## src/rtl/core/isc_pkg.sv

```systemverilog
`timescale 1ns / 1ps
// ----------------------------------------------------------------------------
// isc_pkg
// Shared types and constants of the itemset support counter.
// ----------------------------------------------------------------------------
package isc_pkg;

	// field widths
	localparam int ROWS_W   = 11;
	localparam int ITEMS_W  = 7;
	localparam int INDEX_W  = 10;
	localparam int WORD_W   = 64;
	localparam int FRAC_W   = 17;
	localparam int STAT_W   = 2;
	localparam int CFG_W    = 11;
	localparam int DIVCNT_W = 5;

	// last step of the 17-step quotient loop
	localparam logic [DIVCNT_W-1:0] DIV_LAST = 5'd16;

	// operations
	localparam logic OP_LOAD  = 1'b0;
	localparam logic OP_QUERY = 1'b1;

	// status codes
	localparam logic [STAT_W-1:0] STAT_OK    = 2'd0;
	localparam logic [STAT_W-1:0] STAT_WIDTH = 2'd1;
	localparam logic [STAT_W-1:0] STAT_EMPTY = 2'd2;

	// register indexes
	localparam logic REG_ROWS  = 1'b0;
	localparam logic REG_ITEMS = 1'b1;

	localparam logic [ITEMS_W-1:0] ITEMS_RESET = 7'd64;

	typedef struct packed {
		logic               operation;
		logic [INDEX_W-1:0] row_index;
		logic [WORD_W-1:0]  row_bits;
		logic [WORD_W-1:0]  query_mask;
		logic [ITEMS_W-1:0] query_width;
	} req_t;

	typedef struct packed {
		logic [ROWS_W-1:0] support_count;
		logic [FRAC_W-1:0] support_fraction;
		logic [STAT_W-1:0] status;
	} res_t;

	// controller to datapath
	typedef struct packed {
		logic load_wr;
		logic query_start;
		logic scan;
		logic div_step;
	} cmd_t;

	// datapath to controller
	typedef struct packed {
		logic query_bad;
		logic scan_last;
		logic div_last;
	} stat_t;

	typedef enum logic [2:0] {
		S_IDLE,
		S_SCAN,
		S_DRAIN,
		S_DIVIDE,
		S_DONE
	} state_t;

endpackage

```

## src/rtl/core/isc_ctrl.sv

```systemverilog
`timescale 1ns / 1ps
// ----------------------------------------------------------------------------
// isc_ctrl
// Sequencer for loads, row scan, quotient loop and result strobe.
// ----------------------------------------------------------------------------
module isc_ctrl import isc_pkg::*; (
	input  logic  clk,
	input  logic  arst_n,
	input  logic  start,
	input  logic  operation,
	input  stat_t stat,
	output cmd_t  cmd,
	output logic  busy,
	output logic  done
);

	state_t state_q;
	state_t state_d;
	logic   accept;

	assign accept = start && (state_q == S_IDLE);

	always_ff @(posedge clk or negedge arst_n) begin
		if (!arst_n) begin
			state_q <= S_IDLE;
		end else begin
			state_q <= state_d;
		end
	end

	always_comb begin
		state_d = state_q;
		case (state_q)
			S_IDLE: begin
				if (accept && operation == OP_QUERY) begin
					state_d = stat.query_bad ? S_DONE : S_SCAN;
				end
			end
			S_SCAN: begin
				if (stat.scan_last) begin
					state_d = S_DRAIN;
				end
			end
			S_DRAIN: begin
				state_d = S_DIVIDE;
			end
			S_DIVIDE: begin
				if (stat.div_last) begin
					state_d = S_DONE;
				end
			end
			S_DONE: begin
				state_d = S_IDLE;
			end
			default: begin
				state_d = S_IDLE;
			end
		endcase
	end

	always_comb begin
		cmd.load_wr     = accept && operation == OP_LOAD;
		cmd.query_start = accept && operation == OP_QUERY;
		cmd.scan        = (state_q == S_SCAN);
		cmd.div_step    = (state_q == S_DIVIDE);
		busy            = (state_q != S_IDLE);
		done            = (state_q == S_DONE);
	end

endmodule

```

## config.mk

```make
export PLATFORM = sky130hd
export DESIGN_NAME = isc_ctrl
export DESIGN_NICKNAME = d
export VERILOG_FILES = /design/src/rtl/core/isc_pkg.sv /design/src/rtl/core/isc_ctrl.sv
export SDC_FILE = /design/constraint.sdc
export NUM_CORES = 1
export LEC_CHECK = 0
export ABC_AREA = 0
export ABC_CLOCK_PERIOD_IN_PS = 3000
export BUFFER_PORTS_ARGS = -buffer_cell sky130_fd_sc_hd__buf_2
export CAP_MARGIN = 20
export CORE_AREA = 2 2 39 41
export DETAILED_ROUTE_END_ITERATION = 8
export DIE_AREA = 0 0 41 43
export PLACE_DENSITY_LB_ADDON = 0.05
export SLEW_MARGIN = 15
export SYNTH_ARGS = -nofsm -noshare
export SYNTH_HDL_FRONTEND = slang
export SYNTH_SLANG_ARGS = --single-unit
```

## constraint.sdc

```tcl
create_clock -name clk -period 3 [get_ports clk]
set_input_delay 0 -clock clk [delete_from_list [all_inputs] [get_ports clk]]
set_output_delay 0 -clock clk [all_outputs]
set_load 0.02 [all_outputs]
```

== Word level (Yosys, flattened, before mapping) ==
Cells that the tools add are included.
Storage, ports and cells
  register bits after elaboration: 3
  input bits: 7
  output and inout port bits: 6
  logic and storage cells: 20
Cells by class
  equal/unequal tests: 7
  multiplexer cells: 5
  bitwise gates (word level): 1
  reductions and logical operators: 6
Operators with widths (count)
  3-bit 2-to-1 mux: 4
  3-bit case mux with 4 select lines: 1
  3-bit by 2-bit == test with 1-bit output, second input constant: 2
  2-bit inequality test, second input constant: 3
  3-bit by 1-bit == test with 1-bit output, second input constant: 1
  3-bit == test, second input constant: 1
  1-bit logical AND: 3
  3-bit logical NOT: 1
  3-bit AND reduction: 1
  3-bit nonzero test: 1
  1-bit NOT: 1

== Longest topological paths before layout ==
Gate-level depths: netlist (run 1).
  depth in word-level cells: 5
  gate-level depth with buffers: 3

== Worst setup path after synthesis (run 1) ==
Ideal clock, no wire load.
  kind: flip-flop to output port
  start point: register state_q[2]
  end point: output cmd[3] (netlist name)
  arrival: 1.206 ns
  required time: 3.000 ns
  path slack: 1.794 ns
  stages on the path, launching flop included: 3
  path buffers: 0
  path through: dfrtp_1 -> or3_4 -> nor3b_2
RTL lines
  from (decl): line isc_ctrl.sv:17  | state_t state_q;
  from (signal assigned): line isc_ctrl.sv:27  | state_q <= state_d;
  to (decl): line isc_ctrl.sv:12  | output cmd_t cmd,

==> results.py, run 1 <==
metrics = {
    "outcome": {
        "status": "finished clean",
    },
    "route": {
        "met1Wirelength_um": 223,
        "routed-wl-met3_um": 45,
        "post-route-drc-count": 0,
        "avgViaCountPerCell": 3.94,
        "drt_first_pass_iters": 2,
        "wl_met2_um": 248,
        "wl_per_cell_um": 9.57,
        "routed.top_layer": "met3",
        "totalWireLength_um": 517,
        "antenna_left": 0,
        "drtIter0Drc": 1,
        "vias": 213,
    },
    "clocking": {
        "htree_levels": 1,
        "root_buffer": "clkbuf_4",
        "clk_pin_slew_worst_paths_ps": 40,
        "cts_sinks": 3,
        "post_cts_resize_count": 0,
        "numCtsBuffers": 3,
        "clock_latency_ps": 230,
        "clockBufferDepth": 2,
        "cts_tree": "built",
    },
    "worst_hold_path": {
        "holdCritPathClass": "in2reg",
        "whs_path_depth": 3,
        "hp-start": "stat[2]",
        "hold_end": "state_q[2]",
    },
    "synthesis": {
        "yosys-top-cells-area": "dfrtp_1 37%, a221oi_2 7.4%, nor3b_2 6.1%",
        "yosys_warnings": 0,
        "yosysSeqAreaShare": 0.368,
        "ys_types": 15,
        "netlist_area_um2": 204,
        "yosys.area.top_type_share": 0.368,
        "synthesis.nets": 28,
        "synth.largest_area_cell": "dfrtp_1",
        "syn_avg_cell_area_um2": 9.71,
        "ys_seq_elements": 3,
        "syn_inst": 21,
    },
    "floorplan": {
        "rows": 14,
        "start_util": 0.147,
        "die_w_um": 41,
        "coreArea_um2": 1380,
        "die_height_um": 43,
        "die_area_um2": 1760,
        "io_pins": 13,
    },
    "sta": {
        "fin_skew_ps": 0.456,
        "final-setup-viol-count": 0,
        "tns_ps": 0,
        "slew_headroom": 0.850,
        "rsz0062_at_grt": "no",
        "fmaxAchievable_mhz": 697,
        "tightest_slew_ps": 225,
        "maxSlewViolCount": 0,
        "hold_viol_final": 0,
        "min_period_over_period": 0.478,
        "fin_crit_ps": 1430,
    },
    "cells_and_area": {
        "num_antenna_cells": 0,
        "fillers": 158,
        "layout_common_cells": "12 x buf_2, 3 x nand2_1, 3 x clkbuf_4, 3 x dfrtp_1",
        "area_growth_pct": 57.1,
        "reg_top3": "state_q x3",
        "final_util": 0.231,
        "drive_above_1_share": 0.553,
        "largest_register_ffs": 3,
        "layout.nets": 46,
        "top_register": "state_q",
        "layout_commonest_cell": "buf_2",
    },
    "pwr": {
        "p_int_w": 0.000179,
        "p_leak_nw": 0.151,
        "p_clk_frac": 0.225,
        "seq_power_share": 0.291,
        "powerDensity_nw_per_um2": 967,
        "ir_worst_vdd_uv": 306,
        "switchingPower_w": 0.000131,
        "combPwrFrac": 0.485,
        "swShare": 0.423,
    },
    "grt": {
        "antenna_found_initial": 0,
        "grt_util_all_layers": 0.0674,
        "grt_max_degree": 9,
        "grt_pass1_wl_um": 752,
        "grt_pass1_vias": 213,
        "overflow": 0,
    },
    "setup_path": {
        "rr_startpoint": "state_q[1]",
        "r2r_cells": 2,
        "worst_r2r_endpoint": "state_q[0]",
        "rrSetupSlack_ps": 1870,
        "crit_type": "reg2out",
        "worstSetupEndpointType": "primary output",
        "startpoint_type": "flop",
        "cp.arrival_ps": 1430,
        "critPathMaxFanout": 7,
        "crit_required_ps": 3000,
    },
    "placed_design": {
        "place.gp.congestion": 0.584,
        "io_buffer_count": 12,
        "dp_hpwl_um": 419,
    },
    "run": {
        "maxCapViolations": 0,
    },
}
==> repair_timing <==
item,in CTS,in global routing
hold buffers,1,0
setup buffers,0,0
endpoints found under the hold margin,3,0
==> final cells by class <==
type                       count  area (um^2)  share of cell area
sequential                     3         75.1               0.234
multi-input combinational     18          129               0.402
clock buffer                   4         26.3              0.0820
tap                           16         20.0              0.0625
timing repair buffer          13         70.1               0.219
==> per-layer routing <==
| metal | up-vias | global-route usage |
|---|---|---|
| met3 | 0 | 0.0157 |
| met4 | 0 | 0.0800 |
| li1 | 111 | - |
| met5 | - | 0 |
| met1 | 92 | 0.0712 |
| met2 | 10 | 0.0938 |
==> worst max-delay path: stages, from the launching register on <==
cell and delay, ps:
dfrtp_1 440, or3_4 430, nor3b_2 160, buf_2 180
==> through the flow <==
step	power, W	hold WS, ps	cell area (um^2)	instances	worst slack (ps)
after floorplan	0.000196	-296	204	21	1790
after global placement	0.000244	-201	284	49	1810
after detailed placement	0.000243	-201	284	49	1800
after CTS	0.000319	43.0	320	54	1540
after global routing	0.000337	60.2	320	54	1510
final	0.000310	46.0	320	54	1570
==> Yosys cell counts <==
master	instances
a21oi_1	2
a221oi_2	1
and2_2	1
and3b_2	1
dfrtp_1	3
mux2_2	1
nand2_1	3
nand3_1	1
nand3b_1	1
nand4_1	1
nor2_1	2
nor3b_1	1
nor3b_2	1
or2_1	1
or3_4	1
==> worst max path at each step <==
| stage | start | endpoint | slack [ps] | cells past startpoint |
|---|---|---|---|---|
| floorplan | state_q[2] | cmd[3] | 1790 | 2 |
| global placement | state_q[2] | cmd[3] | 1810 | 3 |
| CTS | state_q[2] | cmd[3] | 1540 | 3 |
| finish | state_q[2] | cmd[3] | 1570 | 3 |
| global route | state_q[2] | cmd[3] | 1510 | 3 |
| detailed placement | state_q[2] | cmd[3] | 1800 | 3 |
==> power by group through the flow <==
stage               clock network (W)  registers, W  logic [W]
CTS                         0.0000747     0.0000906   0.000154
detailed placement                  0     0.0000909   0.000153
finish                      0.0000696     0.0000901   0.000150
global placement                    0     0.0000905   0.000153
floorplan                           0     0.0000836   0.000112
global route                0.0000760     0.0000955   0.000165
==> cells by family after synthesis <==
logic type / synth area share
muxes: 0.0552
AOI/OAI and AO/OA: 0.123
DFF: 0.368
and+or+nand+nor: 0.454
Power figures use the tool's default switching activity.
==> run 2, diff against run 1 <==
- ABC_CLOCK_PERIOD_IN_PS: 3000 -> 1480
- clock period: 3 -> 1.48 ns (I/O delays scaled with it)
==> results.py, run 2 (synthesized netlist as in run 1, its figures left out) <==
metrics = {
    "sta": {
        "slew_headroom": 0.857,
        "fmaxAchievable_mhz": 700,
        "min_period_over_period": 0.965,
        "fin_skew_ps": 0.826,
        "maxSlewViolCount": 0,
        "tightest_slew_ps": 214,
        "final-setup-viol-count": 0,
        "tns_ps": 0,
        "fin_crit_ps": 1430,
        "rsz0062_at_grt": "no",
        "hold_viol_final": 0,
    },
    "floorplan": {
        "io_pins": 13,
        "rows": 14,
        "die_height_um": 43,
        "start_util": 0.147,
        "die_area_um2": 1760,
        "die_w_um": 41,
        "coreArea_um2": 1380,
    },
    "setup_path": {
        "cp.arrival_ps": 1430,
        "path_cells": "or3_4, nor3b_2, buf_2",
        "crit_required_ps": 1480,
        "crit_type": "reg2out",
        "critPathMaxFanout": 7,
        "crit_start": "state_q[2]",
        "slowest_delay_ps": 440,
        "path_buf_inv": 1,
        "cpMaxStageDelayCell": "dfrtp_2",
        "worstSetupEndpointType": "primary output",
        "startpoint_type": "flop",
        "rr_startpoint": "state_q[1]",
        "cp_top_family": "simple AND/OR/NAND/NOR gates",
    },
    "cells_and_area": {
        "final_cell_area_um2": 323,
        "reg_top3": "state_q x3",
        "layout_common_cells": "12 x buf_2, 3 x nand2_1, 3 x clkbuf_4",
        "area_growth_pct": 58.3,
        "layout.nets": 46,
        "drive_above_1_share": 0.605,
        "num_antenna_cells": 0,
        "top_register": "state_q",
        "layout_commonest_cell": "buf_2",
        "largest_register_ffs": 3,
        "final_util": 0.233,
    },
    "grt": {
        "grt_util_met1": 0.0714,
        "grt_util_all_layers": 0.0645,
        "grt-busiest-layer": "met2",
        "grt_use_met3": 0.0366,
        "met2_usage": 0.0813,
        "grt_pass1_wl_um": 717,
        "antenna_found_initial": 0,
        "grt_max_degree": 9,
        "overflow": 0,
        "grt_pass1_vias": 190,
    },
    "route": {
        "wl_per_cell_um": 9.69,
        "totalWireLength_um": 523,
        "avgViaCountPerCell": 4.15,
        "post-route-drc-count": 0,
        "antenna_left": 0,
        "drtIter0Drc": 5,
        "drt_first_pass_iters": 2,
        "vias": 224,
    },
    "worst_hold_path": {
        "hp-start": "stat[2]",
        "holdCritPathClass": "in2reg",
    },
    "clocking": {
        "clk_pin_slew_worst_paths_ps": 40,
        "htree_levels": 1,
        "cts_sinks": 3,
        "clock_latency_ps": 230,
        "root_buffer": "clkbuf_4",
        "numCtsBuffers": 3,
        "clockBufferDepth": 2,
        "cts_setup_buffers": 0,
        "cts_tree": "built",
    },
    "pwr": {
        "p_leak_nw": 0.149,
        "powerDensity_nw_per_um2": 1970,
        "ir_worst_vdd_uv": 490,
    },
    "placed_design": {
        "placed_area_um2": 284,
        "place.gp.congestion": 0.550,
        "io_buffer_count": 12,
    },
    "run": {
        "maxCapViolations": 0,
    },
    "outcome": {
        "status": "finished clean",
    },
}
==> run 2: cell counts in the layout (fill, tap and decap cells not counted) <==
Identical to the previous run, type by type.
==> run 2: path summary, 6_finish.rpt <==
| path | slack [ps] | to | depth (start not counted) |
|---|---|---|---|
| max in group asynchronous | 1270 | state_q[2] | 2 |
| worst min register to register | 510 | state_q[0] | 1 |
| worst max register to register | 340 | state_q[0] | 2 |
| worst max-delay path | 50 | cmd[3] | 3 |
| worst min-delay path | 50 | state_q[2] | 3 |
| min in group asynchronous | 90 | state_q[1] | 2 |
==> run 2: through the flow <==
step	std cells	hold slack, ps	power, W	setup WS [ps]
floorplan	21	-296	0.000397	274
global placement	49	-201	0.000494	293
detailed placement	49	-202	0.000498	254
CTS	54	46.2	0.000649	0.829
global route	54	48.6	0.000692	1.29
finish	54	45.1	0.000637	51.6
==> run 2: area by class of cell <==
type / instances / area (um^2)
Multi-Input combinational cell: 18 / 129
Timing Repair Buffer: 13 / 70.1
Sequential cell: 3 / 77.6
Fill cell: 164 / 1060
Tap cell: 16 / 20.0
Clock buffer: 4 / 26.3
==> run 2: where the power goes <==
part	switching [W]	leakage [nW]	internal [W]
clock network	0.0000412	0.0150	0.000101
registers	0.0000637	0.0353	0.000122
logic	0.000164	0.0986	0.000144
==> run 2: worst min-delay path: stages <==
cell and delay [ps]:
buf_2 110, nand4_1 60, a21oi_1 60
==> run 2: metal layers <==
| metal | wire length (um) | vias to the layer above |
|---|---|---|
| met1 | 217 | 103 |
| met5 | 0 | - |
| met2 | 245 | 10 |
| li1 | - | 111 |
| met3 | 61 | 0 |
| met4 | 0 | 0 |
==> run 2: what timing repair did <==
item,4_1_cts,5_1_grt
hold buffers,1,0
endpoints found under the hold margin,3,0
resized for setup,0,2
endpoints found under the setup margin,0,1
==> run 3, diff against run 2 <==
- ABC_AREA: 0 -> 1
- RECOVER_POWER: default -> 100
==> results.py, run 3 <==
metrics = {
    "floorplan": {
        "die_area_um2": 1760,
        "io_pins": 13,
        "rows": 14,
        "start_util": 0.187,
        "coreArea_um2": 1380,
        "die_w_um": 41,
        "die_height_um": 43,
    },
    "synthesis": {
        "yosys_warnings": 0,
        "netlist_area_um2": 259,
        "yosys-top-cells-area": "dfrtp_1 29%, nor2_4 8.7%, inv_2 7.2%",
        "yosys.area.top_type_share": 0.290,
        "async_flop_share": 1.00,
        "syn_avg_cell_area_um2": 7.40,
        "ys_seq_elements": 3,
        "syn_inst": 35,
        "yosysSeqAreaShare": 0.290,
        "synth_edf_count": 0,
        "synthesis.nets": 42,
        "synth.largest_area_cell": "dfrtp_1",
        "ys_types": 15,
        "yosys-top-cells-count": "5 x inv_2, 5 x nand2_1, 4 x inv_1",
        "synth_ff_type": "dfrtp_1",
    },
    "placed_design": {
        "dp_hpwl_um": 494,
        "placed_area_um2": 339,
        "io_buffer_count": 12,
        "place.gp.congestion": 0.639,
    },
    "sta": {
        "fmaxAchievable_mhz": 768,
        "fin_skew_ps": 2.35,
        "min_period_over_period": 0.880,
        "slew_headroom": 0.832,
        "fin_crit_ps": 1300,
        "maxSlewViolCount": 0,
        "final-setup-viol-count": 0,
        "rsz0062_at_grt": "no",
        "tns_ps": 0,
        "tightest_slew_ps": 253,
        "hold_viol_final": 0,
    },
    "clocking": {
        "clk_pin_slew_worst_paths_ps": 40,
        "cts_setup_buffers": 0,
        "post_cts_resize_count": 0,
        "cts_hold_buffers": 1,
        "htree_levels": 1,
        "clock_latency_ps": 230,
        "numCtsBuffers": 3,
        "clockBufferDepth": 2,
        "cts_tree": "built",
        "root_buffer": "clkbuf_4",
        "cts_sinks": 3,
    },
    "setup_path": {
        "crit_required_ps": 1480,
        "rrSetupSlack_ps": 370,
        "worst_r2r_endpoint": "state_q[1]",
        "r2r_cells": 6,
        "cp.arrival_ps": 1300,
        "crit_type": "reg2out",
        "startpoint_type": "flop",
        "worstSetupEndpointType": "primary output",
        "critPathMaxFanout": 6,
        "rr_startpoint": "state_q[0]",
    },
    "cells_and_area": {
        "largest_register_ffs": 3,
        "top_register": "state_q",
        "drive_above_1_share": 0.442,
        "area_growth_pct": 42.0,
        "num_antenna_cells": 0,
        "reg_top3": "state_q x3",
        "final_util": 0.266,
        "layout.nets": 60,
        "fillers": 164,
        "layout_commonest_cell": "clkbuf_1",
        "final_cell_area_um2": 368,
        "layout_common_cells": "7 x clkbuf_1, 5 x inv_1, 5 x nand2_1, 5 x buf_2, 4 x inv_2",
    },
    "route": {
        "post-route-drc-count": 0,
        "totalWireLength_um": 552,
        "vias": 267,
        "drtIter0Drc": 3,
        "wl_per_cell_um": 8.12,
        "avgViaCountPerCell": 3.93,
        "antenna_left": 0,
        "drt_first_pass_iters": 4,
    },
    "grt": {
        "grt_max_degree": 7,
        "grt_util_all_layers": 0.0936,
        "grt_pass1_vias": 299,
        "grt-busiest-layer": "met2",
        "met2_usage": 0.131,
        "grt_use_met3": 0.0366,
        "grt_util_met1": 0.104,
        "overflow": 0,
        "grt_pass1_wl_mm": 1.09,
        "antenna_found_initial": 0,
    },
    "run": {
        "maxCapViolations": 0,
    },
    "worst_hold_path": {
        "hp-start": "stat[0]",
        "whs_path_depth": 4,
        "holdCritPathClass": "in2reg",
        "hold_end": "state_q[1]",
    },
    "pwr": {
        "p_leak_nw": 0.195,
        "ir_worst_vdd_uv": 514,
        "powerDensity_nw_per_um2": 2050,
    },
    "outcome": {
        "status": "finished clean",
    },
}
[run 3: cell types whose count changed in the layout (fill, tap and decap cells not counted), sizes merged, moves of 3 or more]
cell,before,now
buf,12,5
clkbuf,4,11
nand2,3,7
nor2,2,7
inv,0,9
nor3,0,3
[run 3: metal layers]
| metal | share of wire | vias up |
|---|---|---|
| met5 | 0 | - |
| met4 | 0 | 0 |
| met3 | 0.067 | 0 |
| met2 | 0.52 | 8 |
| met1 | 0.41 | 120 |
| li1 | - | 139 |
[run 3: area by class of cell]
| type | count | area (um^2) | share of cell area |
|---|---|---|---|
| Multi-Input combinational cell | 23 | 150 | 0.408 |
| Sequential cell | 3 | 75.1 | 0.204 |
| Timing Repair Buffer | 13 | 62.6 | 0.170 |
| Inverter | 9 | 33.8 | 0.0918 |
| Clock buffer | 4 | 26.3 | 0.0714 |
| Tap cell | 16 | 20.0 | 0.0544 |
[run 3: through the flow]
step	total power (W)	instances	worst slack, ps	hold slack (ps)
finish	0.000755	68	178	50.1
global route	0.000835	68	43.3	59.6
CTS	0.000789	68	178	47.6
detailed placement	0.000637	63	408	-203
global placement	0.000643	63	390	-202
floorplan	0.000526	35	322	-296
[run 3: critical path: stages, from the launching register on]
cell and delay (ps):
dfrtp_1 430, nor2_2 190, nand2_4 70, nor3_1 130, clkbuf_1 250
[run 3: worst max-delay path by stage]
stage            endpoint  cells past startpoint       start  slack, ps
6_report           cmd[3]                      4  state_q[0]        180
5_1_grt            cmd[2]                      4  state_q[0]         40
4_1_cts            cmd[2]                      4  state_q[0]        180
3_5_place_dp   state_q[1]                      6  state_q[0]        410
3_3_place_gp   state_q[1]                      6  state_q[0]        390
2_1_floorplan      cmd[2]                      3  state_q[0]        320
[run 3: cells by family after synthesis]
group,after synthesis,synth area share
flops,3,0.290
buf+inv,9,0.130
simple gates,20,0.464
compound gates,3,0.116
[run 3: power by group]
part,total (W),internal [W],switching (W)
combinational,0.000451,0.000154,0.000297
clock,0.000141,0.000101,0.0000405
sequential,0.000162,0.000117,0.0000452
